--- config.mk ---
export PLATFORM = sky130hd
export DESIGN_NAME = tls_cmp
export DESIGN_NICKNAME = d
export VERILOG_FILES = /design/src/rtl/core/table_linear_and_binary_search_macros.svh /design/src/rtl/core/tls_pkg.sv /design/src/rtl/core/tls_cmp.sv
export SDC_FILE = /design/constraint.sdc
export NUM_CORES = 1
export LEC_CHECK = 0
export BUFFER_PORTS_ARGS = -buffer_cell sky130_fd_sc_hd__buf_2
export CAP_MARGIN = 20
export CORE_ASPECT_RATIO = 0.6
export CORE_MARGIN = 1
export CORE_UTILIZATION = 35
export DETAILED_ROUTE_END_ITERATION = 12
export PLACE_DENSITY = 0.73
export RECOVER_POWER = 50
export SLEW_MARGIN = 5
export SYNTH_ARGS = -nofsm -noshare
export SYNTH_HDL_FRONTEND = slang
export SYNTH_SLANG_ARGS = --single-unit
--- constraint.sdc ---
create_clock -name vclk -period 3.1
set_input_delay 0.31 -clock vclk [all_inputs]
set_output_delay 0.31 -clock vclk [all_outputs]
set_load 0.01 [all_outputs]
--- src/rtl/core/table_linear_and_binary_search_macros.svh ---
// Assertion macros used by the module of the table search block.
// They expect signals named clk and rst_n in the module that uses them.
`ifndef TABLE_LINEAR_AND_BINARY_SEARCH_MACROS_SVH
`define TABLE_LINEAR_AND_BINARY_SEARCH_MACROS_SVH

// The consequent must hold in the same cycle as the antecedent.
`define TLS_ASSERT_SAME(lbl, ante, cons, msg) \
  lbl: assert property (@(posedge clk) disable iff (!rst_n) (ante) |-> (cons)) \
    else $error(msg);

// The consequent must hold in the cycle after the antecedent.
`define TLS_ASSERT_NEXT(lbl, ante, cons, msg) \
  lbl: assert property (@(posedge clk) disable iff (!rst_n) (ante) |=> (cons)) \
    else $error(msg);

`endif

--- src/rtl/core/tls_pkg.sv ---
package tls_pkg;

  localparam int KEY_W = 32;
  localparam int CMD_W = 2;
  localparam int POS_W = 8;

  typedef enum logic [CMD_W-1:0] {
    CMD_APPEND = 2'd0,
    CMD_LINEAR = 2'd1,
    CMD_BINARY = 2'd2,
    CMD_CLEAR  = 2'd3
  } cmd_t;

  typedef enum logic [2:0] {
    ST_IDLE,
    ST_LIN,
    ST_BADDR,
    ST_BCMP,
    ST_OUT
  } state_t;

  typedef struct packed {
    logic eq;
    logic lt;
  } cmp_res_t;

endpackage

--- src/rtl/core/tls_cmp.sv ---
module tls_cmp (
  input  logic signed [tls_pkg::KEY_W-1:0] key,
  input  logic signed [tls_pkg::KEY_W-1:0] entry,
  output tls_pkg::cmp_res_t                res
);
  import tls_pkg::*;

  always_comb begin
    res.eq = (key == entry);
    res.lt = (key < entry);
  end

endmodule

==> metrics.md, run 1 <==
| Metric | Value |
|---|---|
| CP Cell Sequence | `buf_2 -> inv_1 -> ha_1 -> nand4_1 -> nor4_1 -> a21boi_2 -> o31a_1 -> o22ai_2 -> buf_2` |
| Setup violators final | `0` |
| Yosys warnings | `0` |
| Initial antenna violation count | `0` |
| Die H | `between 30 and 40 um` |
| Row Count | `13` |
| Final Hold Vio Count | `0` |
| Total wire length | `roughly 2100 um` |
| Pin count of the biggest net entering global routing | `5` |
| Placed wire-length estimate | `between 2000 and 2500 um` |
| Max Cap Violations | `0` |
| Commonest cells post-synth | `ha_1, inv_1, a21oi_1` |
| First-pass detailed-route iteration total | `4` |
| Vias/cell | `4.51` |
| Max VDD drop | `between 0.04 and 0.05 mV` |
| # fillers | `approximately 220` |
| Share of cells above drive strength 1 | `39.1%` |
| Synth unique cells | `24` |
| Critical path class | `input port to output port` |
| Final Cycle Share | `73.5%` |
| Routed len/inst | `10.2 um` |
| CTS Hold Buffers Added | `0` |
| Starting density of the core | `roughly 37%` |
| Cell taking the most area after synthesis | `ha_1` |
| P_sw | `roughly 64 uW` |
| Most common cell on crit path | `buf_2` |
| Mapped Area | `821 um2` |
| Critical path peak fanout | `3` |
| Via count | `942` |
| Sequential share of power | `0%` |
| Setup crit end kind | `output port` |
| Seq_cells | `0` |
| Top cell type's share of synthesized area | `between 40% and 50%` |
| Largest cells by area after synthesis | `ha_1, inv_1, a21oi_1` |
| GRT Overall Usage | `17.6%` |
| Post-route ant nets | `0` |
| Drt drc | `0` |
| Final Wtd Congestion | `roughly 0.71` |
| Worst-margin pin slew | `about 0.38 ns` |
| Hold Path Class | `input port to output port` |
| Ant diodes | `0` |
| Post-Syn Nets | `~210` |
| Core area | `~2200 um2` |
| Critical path launch point type | `input port` |
| Critical Path Slowest Stage Cell | `nor4_1` |
| Combinational Power Share | `100.0%` |
| Pwr Total | `136 uW` |
| Cell Int Power | `71.3 uW` |
| Delay of the slowest cell on the worst path | `~0.43 ns` |
| Register area share after synthesis | `0%` |
| First-pass GRT wire length | `around 3500 um` |
| Max_slew headroom | `roughly 74%` |
| Worst EP arrival | `~2 ns` |
| Placed cell area | `1190 um2` |
| 1st-iter DRT viols | `18` |
| Clock power share | `0%` |
| Sequential cell area | `0 um2` |
| Fin. max-slew vios | `0` |
| Setup tns final | `0 ns` |
| Post-CTS Resized | `0` |
| Die extent in x | `between 60 and 70 um` |
| Outcome | `finished, final reports clean` |
| PortBufs | `66` |
| Synth-to-Final Area Change | `44.1%` |
| Number of global-route vias before repair | `between 800 and 900` |
| Max Clk Rate | `approximately 440 MHz` |
| Final Instance Area | `between 1000 and 1500 um2` |
| Sw Share | `approximately 47%` |
| Nets | `between 200 and 300` |
| Aggregate global routing overflow | `0` |
| Die area | `approximately 2500 um2` |
| Unrepaired setup endpoints after global routing | `false` |
| # IOs | `66` |
| Worst EP required | `around 2.8 ns` |
| Cells after Synth | `roughly 110` |
| Crit path time final | `roughly 2.3 ns` |
| CLK BUF | `0` |
| Post-CTS setup buffers | `0` |
| Syn Area/Cell | `around 7.3 um2` |
| Power Dens Cells | `115 nW/um2` |
| Leak pwr | `approximately 0.00077 uW` |
[per-stage QoR]
stage	utilization [%]	instances	worst slack, ns	hold WS, ns
after detailed placement	54.1	209	0.891	1.12
final	53.8	209	0.821	1.11
after global routing	53.8	209	0.728	1.15
after floorplan	-	113	1.22	0.896
after CTS	54.1	209	0.872	1.12
after global placement	54.1	209	0.959	1.11
[final timing paths]
kind	start	to	slack, ns	cells after the start
min	entry[0]	res[1]	1.11	5
max	entry[14]	res[0]	0.82	9
[power by group through the flow]
stage	Sequential [uW]	Clock, uW	Combinational, uW
finish	0	0	136
global route	0	0	157
CTS	0	0	138
detailed placement	0	0	137
global placement	0	0	129
floorplan	0	0	76.5
[layer usage]
metal	GRT usage [%]	share of wire [%]
met1	22.2	49
met2	36.6	46
met3	0	5.1
met4	0	0
met5	0	0
[critical path, delay by kind of cell]
family                   cells  cell delay [ns]
AO/OA/AOI/OAI                3             0.46
adder cells (fa/ha/maj)      1             0.32
buffers and inverters        3             0.26
AND/OR/NAND/NOR              2             0.61
[cells in the final DEF (no fill, tap or decap), types with 2 or more instances in the layout]
master,count
inv_1,32
nor2_1,4
ha_1,32
buf_2,66
nand4_1,6
nand3_1,2
nor4_1,2
a21o_1,2
a21oi_1,11
nand2_1,7
o21ai_0,2
[cells by family after synthesis]
| group | count (synthesis) | share of synthesized area [%] |
|---|---|---|
| AOI/OAI and AO/OA | 25 | 20.6 |
| adders and majority gates | 32 | 48.8 |
| buffers and inverters | 32 | 14.6 |
| and+or+nand+nor | 24 | 16.0 |
[cell type report]
| class | instances | area [um2] | area share [%] |
|---|---|---|---|
| inverters | 32 | 120 | 10.2 |
| repair buffers | 66 | 330 | 27.9 |
| multi-input cells | 81 | 694 | 58.7 |
| well taps | 30 | 37.5 | 3.17 |
Note: power is estimated with default switching activity, not from simulation.
==> run 2: changes to the inputs <==
--- a/config.mk
+++ b/config.mk
@@ -11,7 +11,7 @@
 export CORE_MARGIN = 1
 export CORE_UTILIZATION = 35
 export DETAILED_ROUTE_END_ITERATION = 12
-export PLACE_DENSITY = 0.73
+export PLACE_DENSITY = 0.76
 export RECOVER_POWER = 50
 export SLEW_MARGIN = 5
 export SYNTH_ARGS = -nofsm -noshare
==> constraint.sdc (replaced) <==
create_clock -name vclk -period 1.9
set_input_delay 0.19 -clock vclk [all_inputs]
set_output_delay 0.19 -clock vclk [all_outputs]
set_load 0.01 [all_outputs]
==> run 2 against run 1 <==
Final area up 14%. Setup slack worse by 0.81 ns. Critical path type unchanged. Hold slack worse by 0.23 ns. Sequential share of layout area did not move. Die area stayed put. Final cell count rose by 0.48%. Combinational power increased by 91%. First-iteration DRC count fell by 33%. Non-clock buffer count grew 1. Count of clock-buffer cells in the layout unchanged. Global-route usage fell by 1.4 points. Routed wire length increased by 7.0%.
==> metrics.md, run 2 (synthesized netlist as in run 1, its figures left out) <==
| Metric | Value |
|---|---|
| Worst EP required | `1.71 ns (-1.08 ns)` |
| Die H | `39.5 um (unchanged)` |
| Max Cap Violations | `0 (unchanged)` |
| Placed cell area | `1200 um2 (+0.63%)` |
| Leak pwr | `0.000788 uW (+3.0%)` |
| Hold path depth | `4 (-1)` |
| Critical path peak fanout | `3 (unchanged)` |
| Drt drc | `0 (unchanged)` |
| Initial antenna violation count | `0 (unchanged)` |
| Final Cycle Share | `around 100%` |
| Synth-to-Final Area Change | `63.7%` |
| Max VDD drop | `0.0808 mV (+78%)` |
| Die area | `2550 um2 (unchanged)` |
| PortBufs | `66 (unchanged)` |
| # IOs | `66 (unchanged)` |
| Post-route ant nets | `0 (unchanged)` |
| Share of cells above drive strength 1 | `46.7% (+7.6 points)` |
| Seq_cells | `0 (unchanged)` |
| First-pass GRT wire length | `3260 um (-6.3%)` |
| Pin count of the biggest net entering global routing | `5 (unchanged)` |
| Worst-margin pin slew | `0.325 ns (-0.0549 ns)` |
| Number of global-route vias before repair | `837 (-6.4%)` |
| Setup crit end kind | `output port` |
| Ant diodes | `0 (unchanged)` |
| Final Instance Area | `1340 um2 (+14%)` |
| Max Clk Rate | `about 530 MHz` |
| Unrepaired setup endpoints after global routing | `true` |
| Sequential cell area | `0 um2 (unchanged)` |
| Nets | `278 (+0.36%)` |
| Vias/cell | `4.64 (+3.0%)` |
| Fin. max-slew vios | `0 (unchanged)` |
| Final Hold Vio Count | `0 (unchanged)` |
| Die extent in x | `64.5 um (unchanged)` |
| Total wire length | `2280 um (+7.0%)` |
| CLK BUF | `0 (unchanged)` |
| Final Wtd Congestion | `0.792 (+11%)` |
| Placed wire-length estimate | `1970 um (-4.7%)` |
| First-pass detailed-route iteration total | `4 (unchanged)` |
| Most common cell after layout, fill and taps aside | `buf_2` |
| Hold Path Class | `input port to output port` |
| Critical path class | `input port to output port` |
| Max_slew headroom | `78.1% (+3.7 points)` |
| Outcome | `finished, final reports clean` |
| Most frequent cells in the layout | `buf_2, inv_1, ha_1` |
| Critical path launch point type | `input port` |
| Post-CTS setup buffers | `0 (unchanged)` |
| GRT Overall Usage | `16.3% (-1.4 points)` |
| Crit path time final | `between 1.5 and 2 ns` |
| Aggregate global routing overflow | `0 (unchanged)` |
| Row Count | `13 (unchanged)` |
| Routed len/inst | `10.8 um (+6.5%)` |
| Setup tns final | `0 ns (unchanged)` |
| Power Dens Cells | `193 nW/um2 (+69%)` |
| Via count | `975 (+3.5%)` |
| Starting density of the core | `37.4% (unchanged)` |
| Worst EP arrival | `1.70 ns (-0.27 ns)` |
| 1st-iter DRT viols | `12 (-6)` |
| Setup violators final | `0 (unchanged)` |
| Core area | `2200 um2 (unchanged)` |
==> run 2: power by group <==
part / total [uW] / internal [uW] / switching [uW]
logic: 260 / 140 / 120
clock network: 0 / 0 / 0
registers: 0 / 0 / 0
==> run 2: layer usage <==
metal	track usage, %	vias to the layer above	part of all wire (%)
li1	-	533	-
met1	22.2	402	47
met2	29.2	38	46
met3	0.872	2	5.9
met4	2.22	0	0.70
met5	0	-	0
==> run 2: worst paths after layout <==
path / from / to / slack [ns]
setup / recovery: key[12] / res[0] / 0.01
hold / removal: key[31] / res[0] / 0.89
==> run 2: critical path, stage by stage <==
cell      delay, ns
buf_2          0.12
ha_4           0.26
nand4_1        0.19
nor4_4         0.35
a21boi_2       0.22
o31a_1         0.17
o22ai_2        0.06
buf_2          0.15
==> run 2: metrics by stage <==
stage | power, uW | hold slack (ns) | worst slack, ns | utilization, % | instances
final | 260 | 0.885 | 0.0143 | 61.2 | 210
after global routing | 294 | 0.915 | -0.0622 | 61.2 | 210
after CTS | 227 | 0.882 | 0.0107 | 55.0 | 210
after detailed placement | 222 | 0.881 | -0.0699 | 54.5 | 210
after global placement | 212 | 0.879 | -0.0286 | 54.5 | 210
after floorplan | 125 | 0.656 | 0.258 | - | 113
==> run 2: layout make-up <==
class	count	area (um2)
Fill cell	199	852
Multi-Input combinational cell	81	801
Inverter	32	125
Timing Repair Buffer	67	380
Tap cell	30	37.5
==> run 2: repair_timing <==
action / 4_1_cts / 5_1_grt
endpoints found under the setup margin: 1 / 1
pin swaps: 3 / 9
gates resized for setup: 2 / 22
hold buffers: 0 / 0
==> run 3: changes to the inputs <==
--- a/config.mk
+++ b/config.mk
@@ -7,11 +7,10 @@
 export LEC_CHECK = 0
 export BUFFER_PORTS_ARGS = -buffer_cell sky130_fd_sc_hd__buf_2
 export CAP_MARGIN = 20
-export CORE_ASPECT_RATIO = 0.6
 export CORE_MARGIN = 1
-export CORE_UTILIZATION = 35
+export CORE_UTILIZATION = 38
 export DETAILED_ROUTE_END_ITERATION = 12
-export PLACE_DENSITY = 0.76
+export PLACE_DENSITY = 0.81
 export RECOVER_POWER = 50
 export SLEW_MARGIN = 5
 export SYNTH_ARGS = -nofsm -noshare
==> constraint.sdc (replaced) <==
create_clock -name vclk -period 1.9
set_input_delay 0.19 -clock vclk [all_inputs]
set_output_delay 0.19 -clock vclk [all_outputs]
set_load 0.005 [all_outputs]
==> run 3 against run 2 <==
Final area is 4.3% lower. Total power shrank 6.1%. Routed wire length fell by 8.2%. Setup slack improved by 0.063 ns.
==> metrics.md, run 3 (synthesized netlist as in run 1, its figures left out) <==
| Metric | Value |
|---|---|
| Most common cell on crit path | `buf_2` |
| Seq_cells | `0 (unchanged)` |
| Nets | `279 (+0.36%)` |
| Number of global-route vias before repair | `1,007 (+20%)` |
| # fillers | `172 (-14%)` |
| Pin count of the biggest net entering global routing | `5 (unchanged)` |
| Critical path buffers and inverters | `2 (unchanged)` |
| P_sw | `113 uW (-6.0%)` |
| Hold path depth | `5 (+1)` |
| Routed len/inst | `10.1 um (-7.3%)` |
| Delay of the slowest cell on the worst path | `0.32 ns (-0.03 ns)` |
| Hold Startpoint | `entry[0]` |
| Hold Path Class | `input port to output port` |
| CP Cell Sequence | `buf_2 -> ha_1 -> a21oi_1 -> o21ai_1 -> a221o_1 -> o31a_1 -> o22ai_2 -> buf_2` |
| Outcome | `finished, final reports clean` |
| Die area | `2350 um2 (-7.8%)` |
| Setup violators final | `0 (unchanged)` |
| Final WS setup | `0.0778 ns (+0.0635 ns)` |
| Post-route ant nets | `0 (unchanged)` |
| Worst path depth | `8 (unchanged)` |
| Most common cell after layout, fill and taps aside | `buf_2` |
| Ant diodes | `0 (unchanged)` |
| Crit path time final | `1.82 ns (-0.0635 ns)` |
| Critical path class | `input port to output port` |
| Fin. max-slew vios | `0 (unchanged)` |
| Max Cap Violations | `0 (unchanged)` |
| Max Clk Rate | `549 MHz (+3.5%)` |
| Sequential cell area | `0 um2 (unchanged)` |
| Core area | `2000 um2 (-8.8%)` |
| Row Count | `16 (+3)` |
| Placed cell area | `1190 um2 (-0.31%)` |
| First-pass detailed-route iteration total | `4 (unchanged)` |
| Final Hold Vio Count | `0 (unchanged)` |
| Vias/cell | `4.90 (+5.6%)` |
| Crit path from | `key[5]` |
| Setup crit end kind | `output port` |
| Setup slack at placement | `-0.0231 ns (+0.0468 ns)` |
| PortBufs | `66 (unchanged)` |
| Worst-margin pin slew | `0.273 ns (-0.0517 ns)` |
| Critical path's top delay family | `compound AO/OA/AOI/OAI gates` |
| Cell Int Power | `132 uW (-6.1%)` |
| Synth-to-Final Area Change | `56.7%` |
| Aggregate global routing overflow | `0 (unchanged)` |
| Total wire length | `2090 um (-8.2%)` |
| Final Cycle Share | `95.9% (-3.3 points)` |
| Most frequent cells in the layout | `buf_2, inv_1, ha_1` |
| GRT Overall Usage | `17.7% (+1.5 points)` |
| Worst EP required | `1.71 ns (about the same)` |
| Drt drc | `0 (unchanged)` |
| Initial antenna violation count | `0 (unchanged)` |
| Starting density of the core | `41.0% (+3.6 points)` |
| Die H | `48.5 um (+23%)` |
| Clock power share | `0% (unchanged)` |
| Critical Path Slowest Stage Cell | `a221o_1` |
| Leak pwr | `0.000773 uW (-1.9%)` |
| Combinational Power Share | `100.0% (about the same)` |
| Final Wtd Congestion | `0.693 (-12%)` |
| Critical path peak fanout | `2 (-1)` |
| Sw Share | `46.1% (about the same)` |
| 1st-iter DRT viols | `6 (-6)` |
| Max VDD drop | `0.106 mV (+31%)` |
| # IOs | `66 (unchanged)` |
| Final Instance Area | `1290 um2 (-4.3%)` |
| Sequential share of power | `0% (unchanged)` |
| Share of cells above drive strength 1 | `44.2% (-2.5 points)` |
| Max_slew headroom | `81.6% (+3.5 points)` |
| Worst EP arrival | `1.63 ns (-0.07 ns)` |
| Power Dens Cells | `190 nW/um2 (-1.9%)` |
| First-pass GRT wire length | `3570 um (+9.5%)` |
| Die extent in x | `48.5 um (-25%)` |
| Via count | `1,020 (+4.6%)` |
| Critical path launch point type | `input port` |
| CLK BUF | `0 (unchanged)` |
| Placed wire-length estimate | `1890 um (-4.4%)` |
[run 3: layout make-up]
type	count	area, um2	share of cell area [%]
Inverter	32	120	9.34
Multi-Input combinational cell	81	788	61.3
Tap cell	27	33.8	2.63
Timing Repair Buffer	68	344	26.8
[run 3: metal layers]
layer,up-vias,track usage (%),wire length [um]
met5,-,0,0
met4,0,3.92,10
met3,2,0.943,128
met2,41,37.8,1150
met1,444,18.4,799
li1,533,-,-
[run 3: timing repair]
| item | CTS | global route |
|---|---|---|
| setup buffers | 0 | 1 |
| pin swaps | 1 | 7 |
| endpoints found under the setup margin | 1 | 2 |
| hold buffers | 0 | 0 |
| gates resized for setup | 1 | 8 |
[run 3: power groups by stage]
stage	Combinational [uW]	Clock, uW	Sequential [uW]
final	244	0	0
after global placement	209	0	0
after detailed placement	222	0	0
after floorplan	124	0	0
after global routing	283	0	0
after CTS	225	0	0
[run 3: path summary, 6_finish.rpt]
check / end
setup / recovery: res[0]
hold / removal: res[1]
[run 3: stage by stage]
stage	hold slack, ns	power [uW]	std cells	setup TNS [ns]	util [%]
floorplan	0.639	124	113	0	-
global placement	0.862	209	207	0	59.6
detailed placement	0.898	222	207	-0.0231	59.6
CTS	0.903	225	207	0	59.9
global route	0.921	283	208	-0.00311	64.3
finish	0.886	244	208	0	64.3
